**src/rtl/core/tlw_pkg.sv**
```systemverilog
package tlw_pkg;

   // configuration of the lookup store
   localparam int NUM_STATES  = 256;
   localparam int MAX_OUTPUTS = 8;
   localparam int VALUE_WIDTH = 32;

   // fixed field widths of a word
   localparam int TYPE_W   = 2;
   localparam int STATE_W  = 8;
   localparam int SYMBOL_W = 8;
   localparam int WEIGHT_W = 32;
   localparam int SLOT_W   = 3;

   // only states and slots the fields can name are stored
   localparam int STATE_DEPTH = (NUM_STATES < (1 << STATE_W)) ? NUM_STATES : (1 << STATE_W);
   localparam int STATE_AW    = (STATE_DEPTH > 1) ? $clog2(STATE_DEPTH) : 1;
   localparam int TRANS_AW    = STATE_AW + SYMBOL_W;
   localparam int OUT_SLOTS   = (MAX_OUTPUTS < (1 << SLOT_W)) ? MAX_OUTPUTS : (1 << SLOT_W);
   localparam int SLOT_AW     = (OUT_SLOTS > 1) ? $clog2(OUT_SLOTS) : 1;
   localparam int OUT_AW      = STATE_AW + SLOT_AW;

   // queue between front and back
   localparam int QUEUE_DEPTH = 2;
   localparam int QPTR_W      = $clog2(QUEUE_DEPTH);
   localparam int QCNT_W      = QPTR_W + 1;

   // register file
   localparam int CSR_AW         = 3;
   localparam int CSR_DW         = 32;
   localparam int CSR_IDX_BIT    = 2;
   localparam logic CSR_START_STATE = 1'b0;

   // request codes on the input channel
   localparam logic [TYPE_W-1:0] REQ_TRANS_WR = 2'd0;
   localparam logic [TYPE_W-1:0] REQ_FINAL_WR = 2'd1;
   localparam logic [TYPE_W-1:0] REQ_SYMBOL   = 2'd2;

   typedef enum logic [1:0] {
      OP_TRANS_WR,
      OP_FINAL_WR,
      OP_SYMBOL
   } op_type;

   typedef enum logic [2:0] {
      EX_CLEAR,
      EX_IDLE,
      EX_STEP,
      EX_FINAL,
      EX_MASK,
      EX_SLOT_RD,
      EX_SLOT_EMIT
   } exec_state_type;

   typedef struct packed {
      op_type                  op;
      logic [STATE_W-1:0]      state_index;
      logic [SYMBOL_W-1:0]     symbol;
      logic [STATE_W-1:0]      next_state;
      logic [VALUE_WIDTH-1:0]  weight;
      logic                    entry_valid;
      logic [SLOT_AW-1:0]      slot;
      logic                    first;
      logic                    last;
   } tlw_entry_type;

   typedef struct packed {
      logic                    present;
      logic [STATE_W-1:0]      next_state;
      logic [VALUE_WIDTH-1:0]  weight;
   } trans_word_type;

   function automatic logic state_ok(input logic [STATE_W-1:0] s);
      return 32'(s) < NUM_STATES;
   endfunction

   function automatic logic slot_ok(input logic [SLOT_W-1:0] s);
      return 32'(s) < MAX_OUTPUTS;
   endfunction

endpackage

```
**src/rtl/core/tlw_queue.sv**
```systemverilog
module tlw_queue (
   input  logic                   clock,
   input  logic                   reset,
   input  logic                   push,
   input  tlw_pkg::tlw_entry_type push_entry,
   output logic                   full,
   input  logic                   pop,
   output logic                   nonempty,
   output tlw_pkg::tlw_entry_type head
);
   import tlw_pkg::*;

   tlw_entry_type       entries_ff [QUEUE_DEPTH];
   logic [QPTR_W-1:0]   wr_ptr_ff;
   logic [QPTR_W-1:0]   wr_ptr_in;
   logic [QPTR_W-1:0]   rd_ptr_ff;
   logic [QPTR_W-1:0]   rd_ptr_in;
   logic [QCNT_W-1:0]   count_ff;
   logic [QCNT_W-1:0]   count_in;

   assign full     = (count_ff == QCNT_W'(QUEUE_DEPTH));
   assign nonempty = (count_ff != '0);
   assign head     = entries_ff[rd_ptr_ff];

   always_comb begin
      wr_ptr_in = push ? wr_ptr_ff + QPTR_W'(1) : wr_ptr_ff;
      rd_ptr_in = pop  ? rd_ptr_ff + QPTR_W'(1) : rd_ptr_ff;
      count_in  = count_ff + {{QPTR_W{1'b0}}, push} - {{QPTR_W{1'b0}}, pop};
   end

   always_ff @(posedge clock) begin
      if (reset) begin
         wr_ptr_ff <= '0;
         rd_ptr_ff <= '0;
         count_ff  <= '0;
      end else begin
         wr_ptr_ff <= wr_ptr_in;
         rd_ptr_ff <= rd_ptr_in;
         count_ff  <= count_in;
      end
   end

   always_ff @(posedge clock) begin
      if (push) begin
         entries_ff[wr_ptr_ff] <= push_entry;
      end
   end

endmodule

```
**config.mk**
```make
export PLATFORM = sky130hd
export DESIGN_NAME = tlw_queue
export DESIGN_NICKNAME = d
export VERILOG_FILES = /design/src/rtl/core/tlw_pkg.sv /design/src/rtl/core/tlw_queue.sv
export SDC_FILE = /design/constraint.sdc
export NUM_CORES = 1
export LEC_CHECK = 0
export BUFFER_PORTS_ARGS = -buffer_cell sky130_fd_sc_hd__buf_2
export CAP_MARGIN = 30
export CORE_MARGIN = 10
export CORE_UTILIZATION = 51
export CTS_BUF_LIST = sky130_fd_sc_hd__clkbuf_16
export CTS_CLUSTER_DIAMETER = 80
export CTS_CLUSTER_SIZE = 14
export DETAILED_ROUTE_END_ITERATION = 6
export GPL_TIMING_DRIVEN = 0
export PLACE_DENSITY = 0.84
export SLEW_MARGIN = 20
export SYNTH_ARGS = -nofsm -noshare
export SYNTH_HDL_FRONTEND = slang
export SYNTH_SLANG_ARGS = --single-unit
```
**constraint.sdc**
```tcl
create_clock -name clock -period 6.8 [get_ports clock]
set_input_delay 1.02 -clock clock [delete_from_list [all_inputs] [get_ports clock]]
set_output_delay 1.02 -clock clock [all_outputs]
set_load 0.02 [all_outputs]
```
=== Word-level counts from Yosys, hierarchy flattened ===
Memory sizes are Yosys's and may differ from the RTL's. A register that Yosys moved wholly into a read port is not among the register bits.
Index checks and enable logic that the tools add are counted.

* Register bits: 4
* Memory bits (writable): 128
* Output and inout port bits: 66
* Memories kept: 1

* Add/subtract/negate cells: 4
* Eq/ne operators: 1
* Muxes and demuxes: 4
* Reductions and logical operators: 1

{| class="wikitable"
|+ Memories
! name !! depth !! width !! rd ports !! clocked after memory_dff !! wr ports !! RTL line !! text
|-
| entries_ff || 2 || 64 || 1 || 1 || 1 || tlw_queue.sv:13 || <nowiki>tlw_entry_type entries_ff [QUEUE_DEPTH];</nowiki>
|}

{| class="wikitable"
|+ Operators with widths
! kind !! number
|-
| $mux W1 || 4
|-
| $add A1 B1 Y1 const B || 2
|-
| $add A2 B1 Y2 || 1
|-
| $eq A2 B2 Y1 const B || 1
|-
| $reduce_bool A2 Y1 || 1
|-
| $sub A2 B1 Y2 || 1
|}

=== Depth between registers and ports, before layout ===
* Depth after elaboration: 3
* Mapped depth: 6
* Mapped depth without buffers: 6

=== Worst setup path after synthesis ===
Ideal clock, no wire load.

* Path type: input-to-reg
* Start: in push
* End: mem entries_ff[0][0] in the netlist's numbering, enable pin
* Setup time: 0.494 ns
* Arrival: 3.834 ns
* Setup slack: 2.472 ns
* Stages: 1
* Cell sequence: nor2b_1

* Cells in the longest elaborated chain, start to end: 2

{| class="wikitable"
|+ RTL lines
! what !! RTL line !! text
|-
| from (decl) || tlw_queue.sv:4 || <nowiki>input logic push,</nowiki>
|-
| $mux W1 || tlw_queue.sv:44 || <nowiki>if (push) begin</nowiki>
|-
| $mux W1 (not written as such) || tlw_queue.sv:45 || <nowiki>entries_ff[wr_ptr_ff] <= push_entry;</nowiki>
|-
| to (decl) || tlw_queue.sv:13 ||
|}

No other way between the ends.

==> impl_metrics.json <==
{
  "outcome": "finished clean",
  "cts_root_buf": "clkbuf_16",
  "grt_max_degree": 38,
  "area_delta_synth_final_pct": 30.57,
  "worstHoldStart": "rd_ptr_ff",
  "synth.cell_area_um2": 5140,
  "place_area_um2": 6050,
  "reg2reg_from": "wr_ptr_ff",
  "initial_core_util_pct": 52.59,
  "gp_congestion": 0.6829,
  "rows": 36,
  "max_freq_mhz": 385.5,
  "ctsHoldBuffers": 0,
  "slew_headroom_pct": 53.08,
  "post_cts_buffers": 0,
  "fin_crit_sh_pct": 38.15,
  "syn-instance-count": 220,
  "layout_setup_ws_ps": 4206,
  "critPathCaptureType": "output port",
  "syn_nets": 290,
  "n_fill_cell": 677,
  "p_total_mw": 2.264,
  "yosys_warnings": 0,
  "period_minus_slack_ps": 2594,
  "firstDrtPassIters": 4,
  "synth_seq_cells": 133,
  "hold_viol_final": 0,
  "synth_most_common_cell": "edfxtp_1",
  "nets": 445,
  "synthDistinctLibCells": 14,
  "leakage_nw": 2.706,
  "fp.dieH_um": 120.4,
  "cts.sinks": 133,
  "synth_edf_count": 128,
  "syn_avg_cell_area_um2": 23.36,
  "die_area_um2": 14490,
  "final_cells": 521,
  "min_path_type": "reg2reg",
  "drc_errors": 0,
  "ios": 134,
  "io_buffers": 133,
  "grt_use_total_pct": 13.45,
  "crit_arrival_ps": 1570,
  "cts_tree": "built",
  "tightestPinTransition_ps": 702.3,
  "power_density_nw_per_um2": 337.3,
  "critPathMaxFanout": 10,
  "grt-ovfl-total": 0,
  "insertion_delay_ps": 400,
  "clk_pin_slew_ps": 60,
  "drtIter0Drc": 93,
  "setup_viol": 0,
  "ant_nets": 0,
  "final_max_slew_viol_count": 0,
  "path_cells": "buf_6, buf_12, mux2_4, buf_2",
  "slowest_stage": "dfxtp_1",
  "grt_pass1_vias": 2858,
  "ctsHtreeMaxLevel": 4,
  "critical_path.startpoint_type": "flip-flop",
  "vias": 2544,
  "dp_cells": 489,
  "cap_viol_max_count": 0,
  "skew_ps": 3.780,
  "netlist_top_cells_area": "edfxtp_1, mux2_4, buf_12",
  "wl_per_cell_um": 18.36,
  "cts_resized": 0,
  "synth_common_cells": "edfxtp_1, mux2_4, buf_12, dfxtp_1",
  "cp.required_ps": 5780,
  "rsz0062_at_grt": "no",
  "insertedDiodeCount": 0,
  "drt_wl_total_um": 9563,
  "cts_buffer_depth": 2,
  "die_x_um": 120.4,
  "post-dp-hpwl_um": 6678,
  "crit_path_max_incr_delay_ps": 320,
  "synth_top_cell_by_area": "edfxtp_1",
  "drive_gt1_share_pct": 61.34,
  "final_cell_area_um2": 6711,
  "dp_slack_ps": 4401,
  "async_flop_share_pct": 0,
  "finalSetupTns_ps": 0,
  "synth_ff_type": "edfxtp_1",
  "ys_seq_area_share_pct": 76.73,
  "critical_path_class": "reg2out",
  "antenna_found_initial": 0,
  "vias_per_cell": 4.883,
  "peakVddDrop_v": 0.0002233,
  "grt_pass1_wl_um": 14740,
  "core-area_um2": 9774,
  "numCtsBuffers": 17,
  "synth_top_area_share_pct": 74.78
}
[final timing paths]
kind / depth (start not counted) / endpoint / slack, ps
worst max register to register: 2 / entries_ff[0][17] / 5270
worst min register to register: 2 / flip-flop / 530
worst max-delay path: 4 / head[40] / 4210
worst min-delay path: 2 / flip-flop / 530
[layout by cell type (no fill, tap or decap), drive strengths merged, types with 3 or more instances in the layout]
cell	instances
buf	143
bufinv	6
clkbuf	17
clkinv	6
dfxtp	5
edfxtp	128
inv	3
mux2	64
nor2	4
nor2b	3
[critical path: cells and delay by family, from the launching register on]
family | cells | cell delay, ps
buffers and inverters | 3 | 540
DFF | 1 | 320
muxes | 1 | 310
[report_power, final]
part / switching, mW / internal (mW) / total (mW)
clock network: 0.318 / 0.683 / 1.00
registers: 0.0150 / 0.957 / 0.972
logic: 0.151 / 0.140 / 0.291
[per-layer routing]
metal  share of wire, %  vias up  GRT usage [%]
met5                  0        -              0
met4                1.9        0          6.184
met3                9.6       16          7.631
met2                 52      101          22.44
met1                 36     1242          13.36
li1                   -     1185              -
[layout make-up]
| class | count | area (um^2) | share of cell area (%) |
|---|---|---|---|
| well taps | 133 | 166.4 | 2.479 |
| multi-input cells | 78 | 1067 | 15.90 |
| clock inverters | 15 | 236.5 | 3.523 |
| repair buffers | 136 | 733.2 | 10.92 |
| flip-flops and latches | 133 | 3944 | 58.76 |
| plain buffers | 7 | 131.4 | 1.957 |
| inverters | 2 | 7.507 | 0.1119 |
| clock buffers | 17 | 425.4 | 6.339 |
[cell families (layout without fill, tap and decap cells)]
group	Yosys count	count (layout)	synth area share [%]
DFF	133	133	76.73
muxes	64	64	18.40
and+or+nand+nor	9	9	0.9008
buffers and inverters	9	177	2.702
xor gates and xnor gates	3	3	0.7790
adders and majority gates	2	2	0.4868
[registers in the layout, indices dropped and copies added, names as in the netlist, named ones only]
signal      cells
rd_ptr_ff       1
entries_ff    128
wr_ptr_ff       1
count_ff        2
[metrics by stage]
step / util [%] / hold slack, ps
after floorplan: - / 479.9
after global placement: 61.10 / 495.3
after detailed placement: 61.89 / 511.8
final: 68.66 / 527.5
after global routing: 68.66 / 567.6
after CTS: 68.66 / 528.2
No activity file was read; power rests on OpenSTA's default activity.
