## src/rtl/core/tlw_pkg.sv

```systemverilog
package tlw_pkg;

   // configuration of the lookup store
   localparam int NUM_STATES  = 256;
   localparam int MAX_OUTPUTS = 8;
   localparam int VALUE_WIDTH = 32;

   // fixed field widths of a word
   localparam int TYPE_W   = 2;
   localparam int STATE_W  = 8;
   localparam int SYMBOL_W = 8;
   localparam int WEIGHT_W = 32;
   localparam int SLOT_W   = 3;

   // only states and slots the fields can name are stored
   localparam int STATE_DEPTH = (NUM_STATES < (1 << STATE_W)) ? NUM_STATES : (1 << STATE_W);
   localparam int STATE_AW    = (STATE_DEPTH > 1) ? $clog2(STATE_DEPTH) : 1;
   localparam int TRANS_AW    = STATE_AW + SYMBOL_W;
   localparam int OUT_SLOTS   = (MAX_OUTPUTS < (1 << SLOT_W)) ? MAX_OUTPUTS : (1 << SLOT_W);
   localparam int SLOT_AW     = (OUT_SLOTS > 1) ? $clog2(OUT_SLOTS) : 1;
   localparam int OUT_AW      = STATE_AW + SLOT_AW;

   // queue between front and back
   localparam int QUEUE_DEPTH = 2;
   localparam int QPTR_W      = $clog2(QUEUE_DEPTH);
   localparam int QCNT_W      = QPTR_W + 1;

   // register file
   localparam int CSR_AW         = 3;
   localparam int CSR_DW         = 32;
   localparam int CSR_IDX_BIT    = 2;
   localparam logic CSR_START_STATE = 1'b0;

   // request codes on the input channel
   localparam logic [TYPE_W-1:0] REQ_TRANS_WR = 2'd0;
   localparam logic [TYPE_W-1:0] REQ_FINAL_WR = 2'd1;
   localparam logic [TYPE_W-1:0] REQ_SYMBOL   = 2'd2;

   typedef enum logic [1:0] {
      OP_TRANS_WR,
      OP_FINAL_WR,
      OP_SYMBOL
   } op_type;

   typedef enum logic [2:0] {
      EX_CLEAR,
      EX_IDLE,
      EX_STEP,
      EX_FINAL,
      EX_MASK,
      EX_SLOT_RD,
      EX_SLOT_EMIT
   } exec_state_type;

   typedef struct packed {
      op_type                  op;
      logic [STATE_W-1:0]      state_index;
      logic [SYMBOL_W-1:0]     symbol;
      logic [STATE_W-1:0]      next_state;
      logic [VALUE_WIDTH-1:0]  weight;
      logic                    entry_valid;
      logic [SLOT_AW-1:0]      slot;
      logic                    first;
      logic                    last;
   } tlw_entry_type;

   typedef struct packed {
      logic                    present;
      logic [STATE_W-1:0]      next_state;
      logic [VALUE_WIDTH-1:0]  weight;
   } trans_word_type;

   function automatic logic state_ok(input logic [STATE_W-1:0] s);
      return 32'(s) < NUM_STATES;
   endfunction

   function automatic logic slot_ok(input logic [SLOT_W-1:0] s);
      return 32'(s) < MAX_OUTPUTS;
   endfunction

endpackage

```

## src/rtl/core/tlw_req_if.sv

```systemverilog
interface tlw_req_if;
   import tlw_pkg::*;

   logic                 valid;
   logic                 ready;
   logic [TYPE_W-1:0]    req_type;
   logic [STATE_W-1:0]   state_index;
   logic [SYMBOL_W-1:0]  symbol;
   logic [STATE_W-1:0]   next_state;
   logic [WEIGHT_W-1:0]  weight;
   logic                 entry_valid;
   logic [SLOT_W-1:0]    slot;
   logic                 last_symbol;

   modport source (
      output valid, req_type, state_index, symbol, next_state, weight, entry_valid, slot,
             last_symbol,
      input  ready
   );

   modport sink (
      input  valid, req_type, state_index, symbol, next_state, weight, entry_valid, slot,
             last_symbol,
      output ready
   );

endinterface

```

## src/rtl/core/tlw_front.sv

```systemverilog
module tlw_front (
   input  logic                  clock,
   input  logic                  reset,
   tlw_req_if.sink               req_chan,
   input  logic                  q_full,
   input  logic                  clearing,
   output logic                  q_push,
   output tlw_pkg::tlw_entry_type q_entry
);
   import tlw_pkg::*;

   logic mid_word_ff;
   logic mid_word_in;
   logic accept;
   logic keep;
   op_type op;

   assign req_chan.ready = !q_full && !clearing;
   assign accept         = req_chan.valid && req_chan.ready;

   // out-of-range writes and unknown codes are taken and dropped here
   always_comb begin
      keep = 1'b0;
      op   = OP_SYMBOL;
      unique case (req_chan.req_type)
         REQ_TRANS_WR: begin
            op   = OP_TRANS_WR;
            keep = state_ok(req_chan.state_index);
         end
         REQ_FINAL_WR: begin
            op   = OP_FINAL_WR;
            keep = state_ok(req_chan.state_index) && slot_ok(req_chan.slot);
         end
         REQ_SYMBOL: begin
            op   = OP_SYMBOL;
            keep = 1'b1;
         end
         default: begin
            op   = OP_SYMBOL;
            keep = 1'b0;
         end
      endcase
   end

   assign q_push = accept && keep;

   always_comb begin
      q_entry.op          = op;
      q_entry.state_index = req_chan.state_index;
      q_entry.symbol      = req_chan.symbol;
      q_entry.next_state  = req_chan.next_state;
      q_entry.weight      = VALUE_WIDTH'(req_chan.weight);
      q_entry.entry_valid = req_chan.entry_valid;
      q_entry.slot        = SLOT_AW'(req_chan.slot);
      q_entry.first       = !mid_word_ff;
      q_entry.last        = req_chan.last_symbol;
   end

   always_comb begin
      mid_word_in = mid_word_ff;
      if (accept && (req_chan.req_type == REQ_SYMBOL)) begin
         mid_word_in = !req_chan.last_symbol;
      end
   end

   always_ff @(posedge clock) begin
      if (reset) begin
         mid_word_ff <= 1'b0;
      end else begin
         mid_word_ff <= mid_word_in;
      end
   end

endmodule

```

## src/flat_wrapper.sv

```systemverilog
// flat-port wrapper written by rule: the top's interface ports become plain ports
module tlw_front_flat import tlw_pkg::*;
  (clock, reset, q_full, clearing, q_push, q_entry, req_chan_valid, req_chan_req_type, req_chan_state_index, req_chan_symbol, req_chan_next_state, req_chan_weight, req_chan_entry_valid, req_chan_slot, req_chan_last_symbol, req_chan_ready);
  tlw_req_if req_chan_i ();
  input  logic clock;
  input  logic reset;
  input  logic q_full;
  input  logic clearing;
  output logic q_push;
  output tlw_pkg::tlw_entry_type q_entry;
  input wire logic [$bits(req_chan_i.valid)-1:0] req_chan_valid;
  input wire logic [$bits(req_chan_i.req_type)-1:0] req_chan_req_type;
  input wire logic [$bits(req_chan_i.state_index)-1:0] req_chan_state_index;
  input wire logic [$bits(req_chan_i.symbol)-1:0] req_chan_symbol;
  input wire logic [$bits(req_chan_i.next_state)-1:0] req_chan_next_state;
  input wire logic [$bits(req_chan_i.weight)-1:0] req_chan_weight;
  input wire logic [$bits(req_chan_i.entry_valid)-1:0] req_chan_entry_valid;
  input wire logic [$bits(req_chan_i.slot)-1:0] req_chan_slot;
  input wire logic [$bits(req_chan_i.last_symbol)-1:0] req_chan_last_symbol;
  output wire logic [$bits(req_chan_i.ready)-1:0] req_chan_ready;
  assign req_chan_i.valid = req_chan_valid;
  assign req_chan_i.req_type = req_chan_req_type;
  assign req_chan_i.state_index = req_chan_state_index;
  assign req_chan_i.symbol = req_chan_symbol;
  assign req_chan_i.next_state = req_chan_next_state;
  assign req_chan_i.weight = req_chan_weight;
  assign req_chan_i.entry_valid = req_chan_entry_valid;
  assign req_chan_i.slot = req_chan_slot;
  assign req_chan_i.last_symbol = req_chan_last_symbol;
  assign req_chan_ready = req_chan_i.ready;
  tlw_front u_core (.clock(clock), .reset(reset), .req_chan(req_chan_i), .q_full(q_full), .clearing(clearing), .q_push(q_push), .q_entry(q_entry));
endmodule
```

## config.mk

```make
export PLATFORM = sky130hd
export DESIGN_NAME = tlw_front_flat
export DESIGN_NICKNAME = d
export VERILOG_FILES = /design/src/rtl/core/tlw_pkg.sv /design/src/rtl/core/tlw_req_if.sv /design/src/rtl/core/tlw_front.sv /design/src/flat_wrapper.sv
export SDC_FILE = /design/constraint.sdc
export NUM_CORES = 1
export LEC_CHECK = 0
export ABC_AREA = 1
export CORE_MARGIN = 10
export CORE_UTILIZATION = 30
export CTS_CLUSTER_DIAMETER = 30
export CTS_CLUSTER_SIZE = 10
export DETAILED_ROUTE_END_ITERATION = 6
export DONT_BUFFER_PORTS = 1
export PLACE_DENSITY = 0.54
export SYNTH_ARGS = -nofsm -noshare
export SYNTH_HDL_FRONTEND = slang
export SYNTH_SLANG_ARGS = --single-unit
```

## constraint.sdc

```tcl
create_clock -name clock -period 0.9 [get_ports clock]
set_clock_uncertainty 0.1 [all_clocks]
set_input_delay 0.225 -clock clock [delete_from_list [all_inputs] [get_ports clock]]
set_output_delay 0.225 -clock clock [all_outputs]
set_load 0.02 [all_outputs]
```

## Word-level counts from Yosys, hierarchy flattened

Index checks and enable logic that the tools add are counted.

- Register bits: 1
- Input bits: 68
- Output and inout bits: 66
- Word-level logic and storage cells: 15

- Equality and inequality tests: 2
- Muxes and demuxes: 2
- Reduce and logical (&&, ||, !) cells: 10

Operator list:

| cell | count |
|---|---|
| $logic_and A1 B1 Y1 | 4 |
| $logic_not A1 Y1 | 4 |
| $pmux W2 S2 | 1 |
| $reduce_or A3 Y1 | 1 |
| $eq A2 B1 Y1 const B | 1 |
| $eq A2 B2 Y1 const B | 1 |
| $logic_not A2 Y1 | 1 |
| $mux W1 | 1 |

## Depth between registers and ports, before layout

- Depth in word-level cells: 4
- Gate-level depth with buffers: 5
- Depth with buffers taken out: 5

## Worst setup path after synthesis

Ideal clock, no wire load.

- Path type: input to output
- From: input port clearing
- To: output port q_push
- Arrival time: 0.935 ns
- Required time: 0.575 ns
- Setup slack: -0.360 ns
- Stages: 3
- Path buffers: 0
- Cell sequence: nor2_2 -> nand2_2 -> a21oi_1

- Longest elaborated chain between the ends: 4

Ends and longest elaborated chain:

| element | line | RTL |
|---|---|---|
| start: declaration | flat_wrapper.sv:8 | `input logic clearing;` |
| $logic_not A1 Y1 | tlw_front.sv:18 | `assign req_chan.ready = !q_full && !clearing;` |
| $logic_and A1 B1 Y1 | tlw_front.sv:18 |  |
| $logic_and A1 B1 Y1 | tlw_front.sv:19 | `assign accept = req_chan.valid && req_chan.ready;` |
| $logic_and A1 B1 Y1 | tlw_front.sv:45 | `assign q_push = accept && keep;` |
| end: declaration | flat_wrapper.sv:9 | `output logic q_push;` |

No other way between the ends.

## Final worst setup path

- From: input port q_full
- To: output port q_push

- Longest elaborated chain between the ends: 4

Ends and longest elaborated chain:

| element | line | RTL |
|---|---|---|
| start: declaration | flat_wrapper.sv:7 | `input logic q_full;` |
| $logic_not A1 Y1 | tlw_front.sv:18 |  |
| $logic_and A1 B1 Y1 | tlw_front.sv:18 |  |
| $logic_and A1 B1 Y1 | tlw_front.sv:19 |  |
| $logic_and A1 B1 Y1 | tlw_front.sv:45 |  |

No other way between the ends.

==> run_results.csv <==
group,metric,value,unit
final_layout,largest_reg_flops,1,
logic_synthesis,synth_top_area_share,83.4,%
logic_synthesis,avgSynthCellArea,7.04,µm²
floorplanning,core-area,0.00173,mm²
logic_synthesis,synth.largest_area_cell,"buf_4",
floorplanning,row_count,15,
final_layout,final_layout_size_suffix_gt1_share,36.8,%
cts,clk_pin_slew,0,ps
grt,grt_max_degree,6,
final_layout,antenna_cells,0,
logic_synthesis,synth_seq_cells,1,
grt,antenna_found_initial,0,
cts,cts_setup_buffers,0,
run,cap_violations,0,
placement,placed_cell_area,158,µm²
floorplanning,die_w,62.8,µm
logic_synthesis,ys_seq_area_share,3.64,%
critical_path,path_max_fanout,2,
placement,post-place-ws,-37.4,ps
final_layout,regMostFlops,"u_core.mid_word_ff",
cts,clk_latency,0,ps
logic_synthesis,syn-num-nets,146,
final_layout,nets,89,
sta,tightest_slew,211,ps
critical_path,crit_type,"in2out",
drt,via_count,179,
critical_path,cp.arrival,590,ps
sta,final-hold-violation-count,0,
logic_synthesis,synth.yosys.warnings,0,
sta,setup_violations,1,
power_and_ir_drop,power.density,549,mW/mm²
power_and_ir_drop,p_leak,0.0609,nW
logic_synthesis,ys_top_cells_by_area,"buf_4, dfxtp_1, inv_1, nor2_1, nor2_2",
sta,max_slew_margin,85.9,%
floorplanning,die_h,62.8,µm
run_status,status,"finished with violations",
sta,fin_crit_sh,102,%
floorplanning,initial_core_util,31.8,%
drt,post_drt_wl_per_cell,19.9,µm
drt,vias_per_cell,4.07,
sta,fin_crit,918,ps
final_layout,design_area,158,µm²
placement,routabilityCongestion,0.616,
grt,grt_pass1_vias,195,
logic_synthesis,synth_cell_types,10,
drt,first_pass_iters,2,
sta,max_freq,1.09,GHz
sta,setup_slack,-18.3,ps
placement,hpwlAfterDp,778,µm
critical_path,startpoint_type,"input pin",
run_status,violations,"negative setup slack",
final_layout,syn2layout_area_growth,-71.3,%
critical_path,critical_path.endpoint_type,"output pin",
sta,slew_viol_final,0,
drt,drt_wl_total,874,µm
grt,grt_remaining_overflow,0,
cts,cts_hold_buf,0,
floorplanning,die_area,0.00394,mm²
grt,grt_pass1_wl,1.28,mm
cts,post_cts_resized,0,
floorplanning,pin_count,134,
drt,drt_iter0_drc,3,
placement,portBuffers,0,
critical_path,required,570,ps
logic_synthesis,synthCells,78,
grt,grt_usage,4.00,%
drt,drcViolationCount,0,
sta,rsz0062_at_grt,"true",
critical_path,rrSetupSlack,260,ps
power_and_ir_drop,max-vdd-ir-drop,113,µV
final_layout,reg_top3,"u_core.mid_word_ff (1)",
min_path,hp-class,"in2reg",
drt,final_antenna_net_count,0,
logic_synthesis,syn-cell-area,549,µm²
==> path summary, 6_finish.rpt <==
path                                    startpoint                  to  cells past startpoint
worst max-delay path                        q_full              q_push                      3
worst min-delay path                         reset  u_core.mid_word_ff                      3
worst max register to register  u_core.mid_word_ff  u_core.mid_word_ff                      2
worst min register to register  u_core.mid_word_ff  u_core.mid_word_ff                      2
==> cell usage after synthesis, drive strengths merged <==
master,instances
buf,61
nor2,6
inv,4
nand2,3
a21oi,1
clkbuf,1
dfxtp,1
nand4,1
==> worst max-delay path, cell delays in order <==
cell and delay [ps]:
nor2_4 100, nand2_2 80, a21oi_4 190
==> kinds of logic (layout without fill, tap and decap cells) <==
kind of cell | count (synthesis) | in the layout | share of synthesized area, %
AOI/OAI and AO/OA | 1 | 1 | 0.910
buffers and inverters | 66 | 7 | 86.8
DFF | 1 | 1 | 3.64
and+or+nand+nor | 10 | 10 | 8.66
==> placed cells by master (no fill, tap or decap) <==
| cell type | instances |
|---|---|
| inv_1 | 4 |
| nand2_2 | 1 |
| nand4_1 | 1 |
| buf_4 | 3 |
| a21oi_4 | 1 |
| nor2_4 | 1 |
| dfxtp_1 | 1 |
| nor2_1 | 4 |
| nand2_1 | 2 |
| nor2_2 | 1 |
==> per-layer routing <==
layer  vias up  routed length (µm)  global-route usage, %
met3        28                 268                   5.20
li1         54                   -                      -
met1        54                 182                   2.29
met5         -                   0                      0
met4         0                 123                   7.26
met2        43                 299                   4.23
==> power by group <==
part	internal, mW	switching (mW)	total (mW)
Combinational	0.0168	0.0232	0.0400
Sequential	0.0462	0.000423	0.0466
Clock	0	0	0
==> per-stage QoR <==
stage	std cells	hold slack (ps)	TNS, ps	utilization, %	total power [mW]
2_1_floorplan	78	269	-114	-	0.475
3_3_place_gp	44	279	-32.8	9.13	0.0880
3_5_place_dp	44	284	-37.4	9.13	0.0883
4_1_cts	44	284	-34.8	9.13	0.0882
5_1_grt	44	304	-86.4	9.13	0.0909
6_report	44	284	-18.3	9.13	0.0866
==> final cells by class <==
| type | instances | area, µm² |
|---|---|---|
| Fill cell | 223 | 1570 |
| Inverter | 4 | 15.0 |
| Multi-Input combinational cell | 11 | 68.8 |
| Sequential cell | 1 | 20.0 |
| Tap cell | 25 | 31.3 |
| Timing Repair Buffer | 3 | 22.5 |
Note: power is estimated with default switching activity, not from simulation.
